===== src/hdl/cpfv_pkg.sv =====
// ----------------------------------------------------------------------------
// cpfv_pkg
// Shared types, constants and mod-11 helpers for the CPF check-digit validator.
// ----------------------------------------------------------------------------
package cpfv_pkg;

   // Input word: one raw character of the number plus its end flag
   typedef struct packed {
      logic [7:0] character;
      logic       last;
   } req_type;

   // Result word
   typedef struct packed {
      logic       valid_res;
      logic [3:0] digit_count;
   } rsp_type;

   // Classified character passed from the front to the back
   typedef struct packed {
      logic       is_digit;
      logic [3:0] digit;
      logic       last;
   } item_type;

   localparam int unsigned QUEUE_DEPTH = 4;
   localparam int unsigned QUEUE_PTR_W = $clog2(QUEUE_DEPTH);
   localparam int unsigned QUEUE_CNT_W = $clog2(QUEUE_DEPTH + 1);

   localparam logic [7:0] CHAR_ZERO  = 8'h30;
   localparam logic [7:0] CHAR_NINE  = 8'h39;

   localparam logic [3:0] DIGIT_LIMIT = 4'd15;
   localparam logic [3:0] CPF_LEN     = 4'd11;
   localparam logic [3:0] FIRST_SPAN  = 4'd9;
   localparam logic [3:0] SECOND_SPAN = 4'd10;
   localparam logic [3:0] FIRST_TOP   = 4'd10;
   localparam logic [3:0] SECOND_TOP  = 4'd11;
   localparam logic [3:0] MODULUS     = 4'd11;

   // Reduce a value below 128 modulo 11 (reciprocal 187/2048 is exact here)
   function automatic logic [3:0] mod11(input logic [6:0] x);
      logic [14:0] prod;
      logic [3:0]  quot;
      logic [6:0]  back;
      logic [6:0]  rem;
      prod = 15'(x) * 15'd187;
      quot = prod[14:11];
      back = 7'(quot) * 7'(MODULUS);
      rem  = x - back;
      return rem[3:0];
   endfunction

   // Check digit from the running sum modulo 11: (10 * s) mod 11, ten maps to zero
   function automatic logic [3:0] check_digit(input logic [3:0] res);
      logic [3:0] val;
      if (res <= 4'd1) begin
         val = 4'd0;
      end else begin
         val = MODULUS - res;
      end
      return val;
   endfunction

endpackage


===== src/hdl/cpfv_front.sv =====
// ----------------------------------------------------------------------------
// cpfv_front
// Front end: classify each incoming character as digit or separator.
// ----------------------------------------------------------------------------
module cpfv_front (
   input  cpfv_pkg::req_type  req_data,
   output cpfv_pkg::item_type item
);
   import cpfv_pkg::*;

   logic is_digit;

   // Detect ASCII digits; everything else only carries its end flag
   assign is_digit = (req_data.character >= CHAR_ZERO) && (req_data.character <= CHAR_NINE);

   // Build the classified word
   always_comb begin
      item.is_digit = is_digit;
      item.digit    = is_digit ? req_data.character[3:0] : 4'd0;
      item.last     = req_data.last;
   end

endmodule


===== src/hdl/cpfv_queue.sv =====
// ----------------------------------------------------------------------------
// cpfv_queue
// Short FIFO between front and back so each side can stall on its own.
// ----------------------------------------------------------------------------
module cpfv_queue (
   input  logic               clock,
   input  logic               reset,
   input  logic               push,
   input  cpfv_pkg::item_type push_data,
   output logic               full,
   input  logic               pop,
   output logic               valid,
   output cpfv_pkg::item_type head
);
   import cpfv_pkg::*;

   item_type               mem [QUEUE_DEPTH];
   logic [QUEUE_PTR_W-1:0] wr_ptr_ff, wr_ptr_in;
   logic [QUEUE_PTR_W-1:0] rd_ptr_ff, rd_ptr_in;
   logic [QUEUE_CNT_W-1:0] count_ff, count_in;
   logic                   do_push;
   logic                   do_pop;

   assign full    = (count_ff == QUEUE_CNT_W'(QUEUE_DEPTH));
   assign valid   = (count_ff != '0);
   assign do_push = push && !full;
   assign do_pop  = pop && valid;
   assign head    = mem[rd_ptr_ff];

   // Advance pointers and occupancy
   always_comb begin
      wr_ptr_in = do_push ? wr_ptr_ff + QUEUE_PTR_W'(1) : wr_ptr_ff;
      rd_ptr_in = do_pop ? rd_ptr_ff + QUEUE_PTR_W'(1) : rd_ptr_ff;
      count_in  = count_ff;
      if (do_push && !do_pop) begin
         count_in = count_ff + QUEUE_CNT_W'(1);
      end else if (do_pop && !do_push) begin
         count_in = count_ff - QUEUE_CNT_W'(1);
      end
   end

   always_ff @(posedge clock) begin
      if (reset) begin
         wr_ptr_ff <= '0;
         rd_ptr_ff <= '0;
         count_ff  <= '0;
      end else begin
         wr_ptr_ff <= wr_ptr_in;
         rd_ptr_ff <= rd_ptr_in;
         count_ff  <= count_in;
      end
   end

   // Write storage
   always_ff @(posedge clock) begin
      if (do_push) begin
         mem[wr_ptr_ff] <= push_data;
      end
   end

`ifndef NO_ASSERTIONS
   a_count_bound: assert property (@(posedge clock) disable iff (reset)
      count_ff <= QUEUE_CNT_W'(QUEUE_DEPTH))
      else $error("queue occupancy above depth");
   a_no_pop_empty: assert property (@(posedge clock) disable iff (reset)
      pop |-> valid)
      else $error("back end popped an empty queue");
   a_ptr_track: assert property (@(posedge clock) disable iff (reset)
      (count_ff == '0) |-> (wr_ptr_ff == rd_ptr_ff))
      else $error("empty queue with mismatched pointers");
`endif

endmodule


===== src/hdl/cpfv_back.sv =====
// ----------------------------------------------------------------------------
// cpfv_back
// Back end: accumulate mod-11 sums per digit and emit the verdict on the last word.
// ----------------------------------------------------------------------------
module cpfv_back (
   input  logic               clock,
   input  logic               reset,
   input  logic               item_valid,
   input  cpfv_pkg::item_type item,
   output logic               item_pop,
   output logic               rsp_empty,
   input  logic               rsp_pop,
   output cpfv_pkg::rsp_type  rsp_data
);
   import cpfv_pkg::*;

   logic [3:0] count_ff, count_in;
   logic [3:0] res1_ff, res1_in;
   logic [3:0] res2_ff, res2_in;
   logic [3:0] lead_ff, lead_in;
   logic       same_ff, same_in;
   logic [3:0] tenth_ff, tenth_in;
   logic [3:0] eleventh_ff, eleventh_in;
   logic       out_valid_ff, out_valid_in;
   rsp_type    out_ff, out_in;

   logic       take;
   logic       use_digit;
   logic [3:0] pos;
   logic [3:0] w1;
   logic [3:0] w2;
   logic [6:0] prod1;
   logic [6:0] prod2;
   logic       ok;

   // Pop when there is room for a result, or the word makes none
   assign take      = item_valid && (!item.last || !out_valid_ff || rsp_pop);
   assign item_pop  = take;
   assign rsp_empty = !out_valid_ff;
   assign rsp_data  = out_ff;

   assign pos       = count_ff;
   assign use_digit = item.is_digit && (pos != DIGIT_LIMIT);
   assign w1        = FIRST_TOP - pos;
   assign w2        = SECOND_TOP - pos;
   assign prod1     = 7'(item.digit) * 7'(w1);
   assign prod2     = 7'(item.digit) * 7'(w2);

   // Update running residues and digit bookkeeping
   always_comb begin
      count_in    = count_ff;
      res1_in     = res1_ff;
      res2_in     = res2_ff;
      lead_in     = lead_ff;
      same_in     = same_ff;
      tenth_in    = tenth_ff;
      eleventh_in = eleventh_ff;
      if (use_digit) begin
         if (pos < FIRST_SPAN) begin
            res1_in = mod11(7'(res1_ff) + prod1);
         end
         if (pos < SECOND_SPAN) begin
            res2_in = mod11(7'(res2_ff) + prod2);
         end
         if (pos == '0) begin
            lead_in = item.digit;
         end else if (item.digit != lead_ff) begin
            same_in = 1'b0;
         end
         if (pos == FIRST_SPAN) begin
            tenth_in = item.digit;
         end
         if (pos == SECOND_SPAN) begin
            eleventh_in = item.digit;
         end
         count_in = pos + 4'd1;
      end
   end

   // Judge the number from the updated state
   assign ok = (count_in == CPF_LEN) && !same_in
               && (check_digit(res1_in) == tenth_in)
               && (check_digit(res2_in) == eleventh_in);

   // Load the result register on a last word, drop it when popped
   always_comb begin
      out_valid_in = out_valid_ff;
      out_in       = out_ff;
      if (take && item.last) begin
         out_valid_in       = 1'b1;
         out_in.valid_res   = ok;
         out_in.digit_count = count_in;
      end else if (rsp_pop && out_valid_ff) begin
         out_valid_in = 1'b0;
      end
   end

   always_ff @(posedge clock) begin
      if (reset) begin
         count_ff     <= '0;
         res1_ff      <= '0;
         res2_ff      <= '0;
         lead_ff      <= '0;
         same_ff      <= 1'b1;
         tenth_ff     <= '0;
         eleventh_ff  <= '0;
         out_valid_ff <= 1'b0;
      end else begin
         out_valid_ff <= out_valid_in;
         if (take && item.last) begin
            count_ff    <= '0;
            res1_ff     <= '0;
            res2_ff     <= '0;
            lead_ff     <= '0;
            same_ff     <= 1'b1;
            tenth_ff    <= '0;
            eleventh_ff <= '0;
         end else if (take) begin
            count_ff    <= count_in;
            res1_ff     <= res1_in;
            res2_ff     <= res2_in;
            lead_ff     <= lead_in;
            same_ff     <= same_in;
            tenth_ff    <= tenth_in;
            eleventh_ff <= eleventh_in;
         end
      end
   end

   // Hold result payload
   always_ff @(posedge clock) begin
      out_ff <= out_in;
   end

`ifndef NO_ASSERTIONS
   a_res_range: assert property (@(posedge clock) disable iff (reset)
      (res1_ff < MODULUS) && (res2_ff < MODULUS))
      else $error("running residue out of range");
   a_clear_after_last: assert property (@(posedge clock) disable iff (reset)
      (take && item.last) |=> (count_ff == '0) && same_ff)
      else $error("state not cleared after last word");
   a_valid_len: assert property (@(posedge clock) disable iff (reset)
      (out_valid_ff && out_ff.valid_res) |-> (out_ff.digit_count == CPF_LEN))
      else $error("valid verdict with wrong digit count");
   a_no_overwrite: assert property (@(posedge clock) disable iff (reset)
      (out_valid_ff && !rsp_pop) |=> out_valid_ff && $stable(out_ff))
      else $error("pending result overwritten");
`endif

endmodule


===== src/hdl/cpf_check_digit_validator.sv =====
// With an empty queue and no waiting result, a last character is written into the queue, and the
// back end then takes it from the queue head and loads the result register behind the rsp_ ports.
// Throughput: one character per cycle unless req_full; the accumulator takes one queued word per
// cycle, holding a last word while a result waits in its register; the queue keeps filling.
// Reset: synchronous, active high; empties the queue and the result register and clears the sums.
// ----------------------------------------------------------------------------
// cpf_check_digit_validator
// CPF mod-11 check-digit validator: characters in, one verdict per number out.
// ----------------------------------------------------------------------------
module cpf_check_digit_validator (
   input  logic              clock,
   input  logic              reset,
   input  logic              req_push,
   output logic              req_full,
   input  cpfv_pkg::req_type req_data,
   output logic              rsp_empty,
   input  logic              rsp_pop,
   output cpfv_pkg::rsp_type rsp_data
);
   import cpfv_pkg::*;

   item_type class_item;
   item_type head_item;
   logic     head_valid;
   logic     head_pop;

   // Classify characters
   cpfv_front u_front (
      .req_data (req_data),
      .item     (class_item)
   );

   // Decouple front and back
   cpfv_queue u_queue (
      .clock     (clock),
      .reset     (reset),
      .push      (req_push),
      .push_data (class_item),
      .full      (req_full),
      .pop       (head_pop),
      .valid     (head_valid),
      .head      (head_item)
   );

   // Accumulate and judge
   cpfv_back u_back (
      .clock      (clock),
      .reset      (reset),
      .item_valid (head_valid),
      .item       (head_item),
      .item_pop   (head_pop),
      .rsp_empty  (rsp_empty),
      .rsp_pop    (rsp_pop),
      .rsp_data   (rsp_data)
   );

endmodule

===== config.mk =====
export PLATFORM = sky130hd
export DESIGN_NAME = cpf_check_digit_validator
export DESIGN_NICKNAME = d
export VERILOG_FILES = /design/src/hdl/cpfv_pkg.sv /design/src/hdl/cpfv_front.sv /design/src/hdl/cpfv_queue.sv /design/src/hdl/cpfv_back.sv /design/src/hdl/cpf_check_digit_validator.sv
export SDC_FILE = /design/constraint.sdc
export NUM_CORES = 1
export LEC_CHECK = 0
export BUFFER_PORTS_ARGS = -buffer_cell sky130_fd_sc_hd__buf_4
export CORE_ASPECT_RATIO = 0.5
export CORE_MARGIN = 10
export CORE_UTILIZATION = 35
export CTS_CLUSTER_SIZE = 12
export DETAILED_ROUTE_END_ITERATION = 7
export GPL_TIMING_DRIVEN = 1
export PLACE_DENSITY = 0.49
export SLEW_MARGIN = 20
export SYNTH_ARGS = -nofsm -noshare
export SYNTH_HDL_FRONTEND = slang
export SYNTH_SLANG_ARGS = --single-unit

===== constraint.sdc =====
create_clock -name clock -period 21.8 [get_ports clock]
set_clock_uncertainty 0.1 [all_clocks]
set_input_delay 4.36 -clock clock [delete_from_list [all_inputs] [get_ports clock]]
set_output_delay 4.36 -clock clock [all_outputs]
set_load 0.005 [all_outputs]

==> results.tsv <==
metric	value	unit
Die ar.	0.02639	mm2
max-cap violation count	0	
crit path kind	flop to flop	
area taken by multi-input logic gates	0.004852	mm2
critical path data required time	21870	ps
H-tree levels	3	
Nets	906	
Total Wirelength	14100	um
Initial Util	35.78	%
Mapped Area	0.006995	mm2
Final Setup Violations	0	
Die Wd	219.9	um
1st-iter DRT viols	153	
worst reg-to-reg setup slack	10320	ps
post-DR wirelength/cell	14.19	um
postcts setup bufs	0	
Post-Synthesis Cells	710	
layout cells sized above 1	7.692	%
Critical Path Fanout Max	13	
antenna-violating nets left	0	
Hold EP	u_back.same_ff	
fin crit share	52.64	%
final cell count without fillers	994	
critical path arrival	11550	ps
HPWL after detailed placement	11690	um
vias	4649	
Boundary Pins	20	
worst min-delay path class	flop to flop	
Hold-fix buffers, CTS	0	
FF-to-FF End	u_back.rsp_data[4]	
hold depth	1	
CTS resizes	0	
sequential cell area fraction in the yosys report	22.46	%
Slew Viols, Final	0	
Commonest cells post-synth	130 x inv_1, 121 x ha_1, 55 x nor2_1, 49 x fa_1, 41 x xnor2_1	
Synth top area share	21.64	%
Clock Sinks	64	
routability cong.	0.8006	
placed cell count	978	
ys flop type	dfxtp_1	
Inserted Clock Buffers	9	
slew margin rel.	52.79	%
run status	finished clean	
synthesized net count	893	
root buffer cell	clkbuf_16	
number of global-route vias before repair	4893	
Final TNS setup	0	ps
unrepaired setup endpoints after global routing	false	
Pre-antenna DRT Iters	4	
gr ovfl total	0	
Max Clk Rate	87.14	MHz
register area	0.001572	mm2
initial antenna violation count	0	
post-synth top area cell	ha_1	
Layout fillers	1952	
Die Ht	120.0	um
FF+latch count, synth	64	
Avg Synthesized Cell Area	9.853	um2
fin crit period	11480	ps
Worst path slowest cell	mux4_1	
TritonCTS clock tree	built	
FF-to-FF path depth	42	
first-pass GRT wire length	24730	um
worst-margin pin slew	703.1	ps
synth warn	0	
most common cell in the netlist	inv_1	
Hold Fails Final Rpt	0	
Core Rows	36	
synth top area cells	ha_1 22%, fa_1 14%, edfxtp_1 12%	
total track usage	11.46	%
Post-synth EDFFs	29	
ys async rst share	0	%
HP Start	u_back.same_ff	
clk_lat worst skew	330	ps
n_diodes	0	
area post-placement	0.007391	mm2
Placeable Area	0.01955	mm2
routed vias/inst	4.677	
buffers added on ports	19	
clock slew at reported path FFs	60	ps
Synth cell types	62	
clock buffer depth	2	
Synth-to-Final Area Change	10.03	%
delay of the slowest critical-path stage	850	ps
Critical Path Start Type	flop	
cell area after layout	0.007697	mm2
largest net degree at the start of global routing	27	
DRC errors left	0	
critical path capture point type	flop	
==> logic make-up after synthesis <==
group | Yosys count | synth area share, %
DFF | 64 | 22.46
AOI/OAI and AO/OA | 76 | 7.637
buffers and inverters | 148 | 8.174
muxes | 36 | 6.779
adders and majority gates | 170 | 35.66
and+or+nand+nor | 159 | 11.95
xor gates and xnor gates | 57 | 7.333
==> per-layer routing <==
metal / vias to the layer above / wire length [um] / track usage (%)
met3: 10 / 304 / 1.956
met4: 0 / 144 / 2.680
met5: - / 0 / 0
met1: 2231 / 6889 / 14.62
met2: 28 / 6764 / 19.82
li1: 2380 / - / -
==> stage by stage <==
stage | util, % | hold slack [ps] | setup WS [ps]
6_report | 39.38 | 360.0 | 10320
4_1_cts | 39.38 | 359.2 | 10200
5_1_grt | 39.38 | 374.3 | 9486
3_5_place_dp | 37.81 | 344.9 | 10260
3_3_place_gp | 37.81 | 336.4 | 10340
2_1_floorplan | - | 329.4 | 11240
==> cell usage in the layout, fill, tap and decap left out, types with 3 or more instances in the layout <==
cell / n
clkbuf_16: 9
edfxtp_1: 29
nand4_1: 7
xnor2_1: 41
fa_1: 49
nor2_1: 55
nand2b_1: 9
a31oi_1: 4
nand2_1: 25
mux4_1: 5
mux2i_1: 24
and2_1: 23
nand3_1: 6
nor3_1: 5
o21ai_0: 10
xor2_1: 15
nor2b_1: 13
and4_1: 4
buf_4: 19
a21oi_1: 29
dfxtp_1: 35
a21o_1: 8
ha_1: 121
a211oi_1: 3
inv_1: 130
==> worst max-delay path: cells and delay by family (launching register included) <==
family | cells | cell delay (ps)
fa+ha+maj | 13 | 5320
compound gates | 9 | 1790
mux | 3 | 1220
xor+xnor | 5 | 950
simple gates | 5 | 890
flops | 1 | 530
buf+inv | 7 | 510
==> final cells by class <==
class / count / area share, %
multi-input cells: 498 / 63.04
flip-flops and latches: 64 / 20.42
inverters: 131 / 6.388
well taps: 266 / 4.324
clock buffers: 10 / 3.105
repair buffers: 19 / 1.853
clock inverters: 6 / 0.8778
==> flip-flops by register name, indices dropped and copies added (netlist names), 2 cells and up, named ones only <==
name                flops
u_back.rsp_data         5
u_back.count_ff         4
u_queue.mem            24
u_back.res1_ff          4
u_back.lead_ff          4
u_queue.count_ff        3
u_back.res2_ff          4
u_queue.wr_ptr_ff       2
u_queue.rd_ptr_ff       2
u_back.tenth_ff         4
u_back.eleventh_ff      4
==> worst max path at each step <==
| stage | slack (ps) | cells past startpoint | end |
|---|---|---|---|
| 2_1_floorplan | 11240 | 44 | u_back.rsp_data[4] |
| 6_report | 10320 | 42 | u_back.rsp_data[4] |
| 3_3_place_gp | 10340 | 42 | u_back.rsp_data[4] |
| 5_1_grt | 9490 | 42 | u_back.rsp_data[4] |
| 4_1_cts | 10200 | 42 | u_back.rsp_data[4] |
| 3_5_place_dp | 10260 | 42 | u_back.rsp_data[4] |
Power is left out: the tool's default activity adds up to more than one toggle a clock period on the data nets, which glitch-free logic cannot reach.
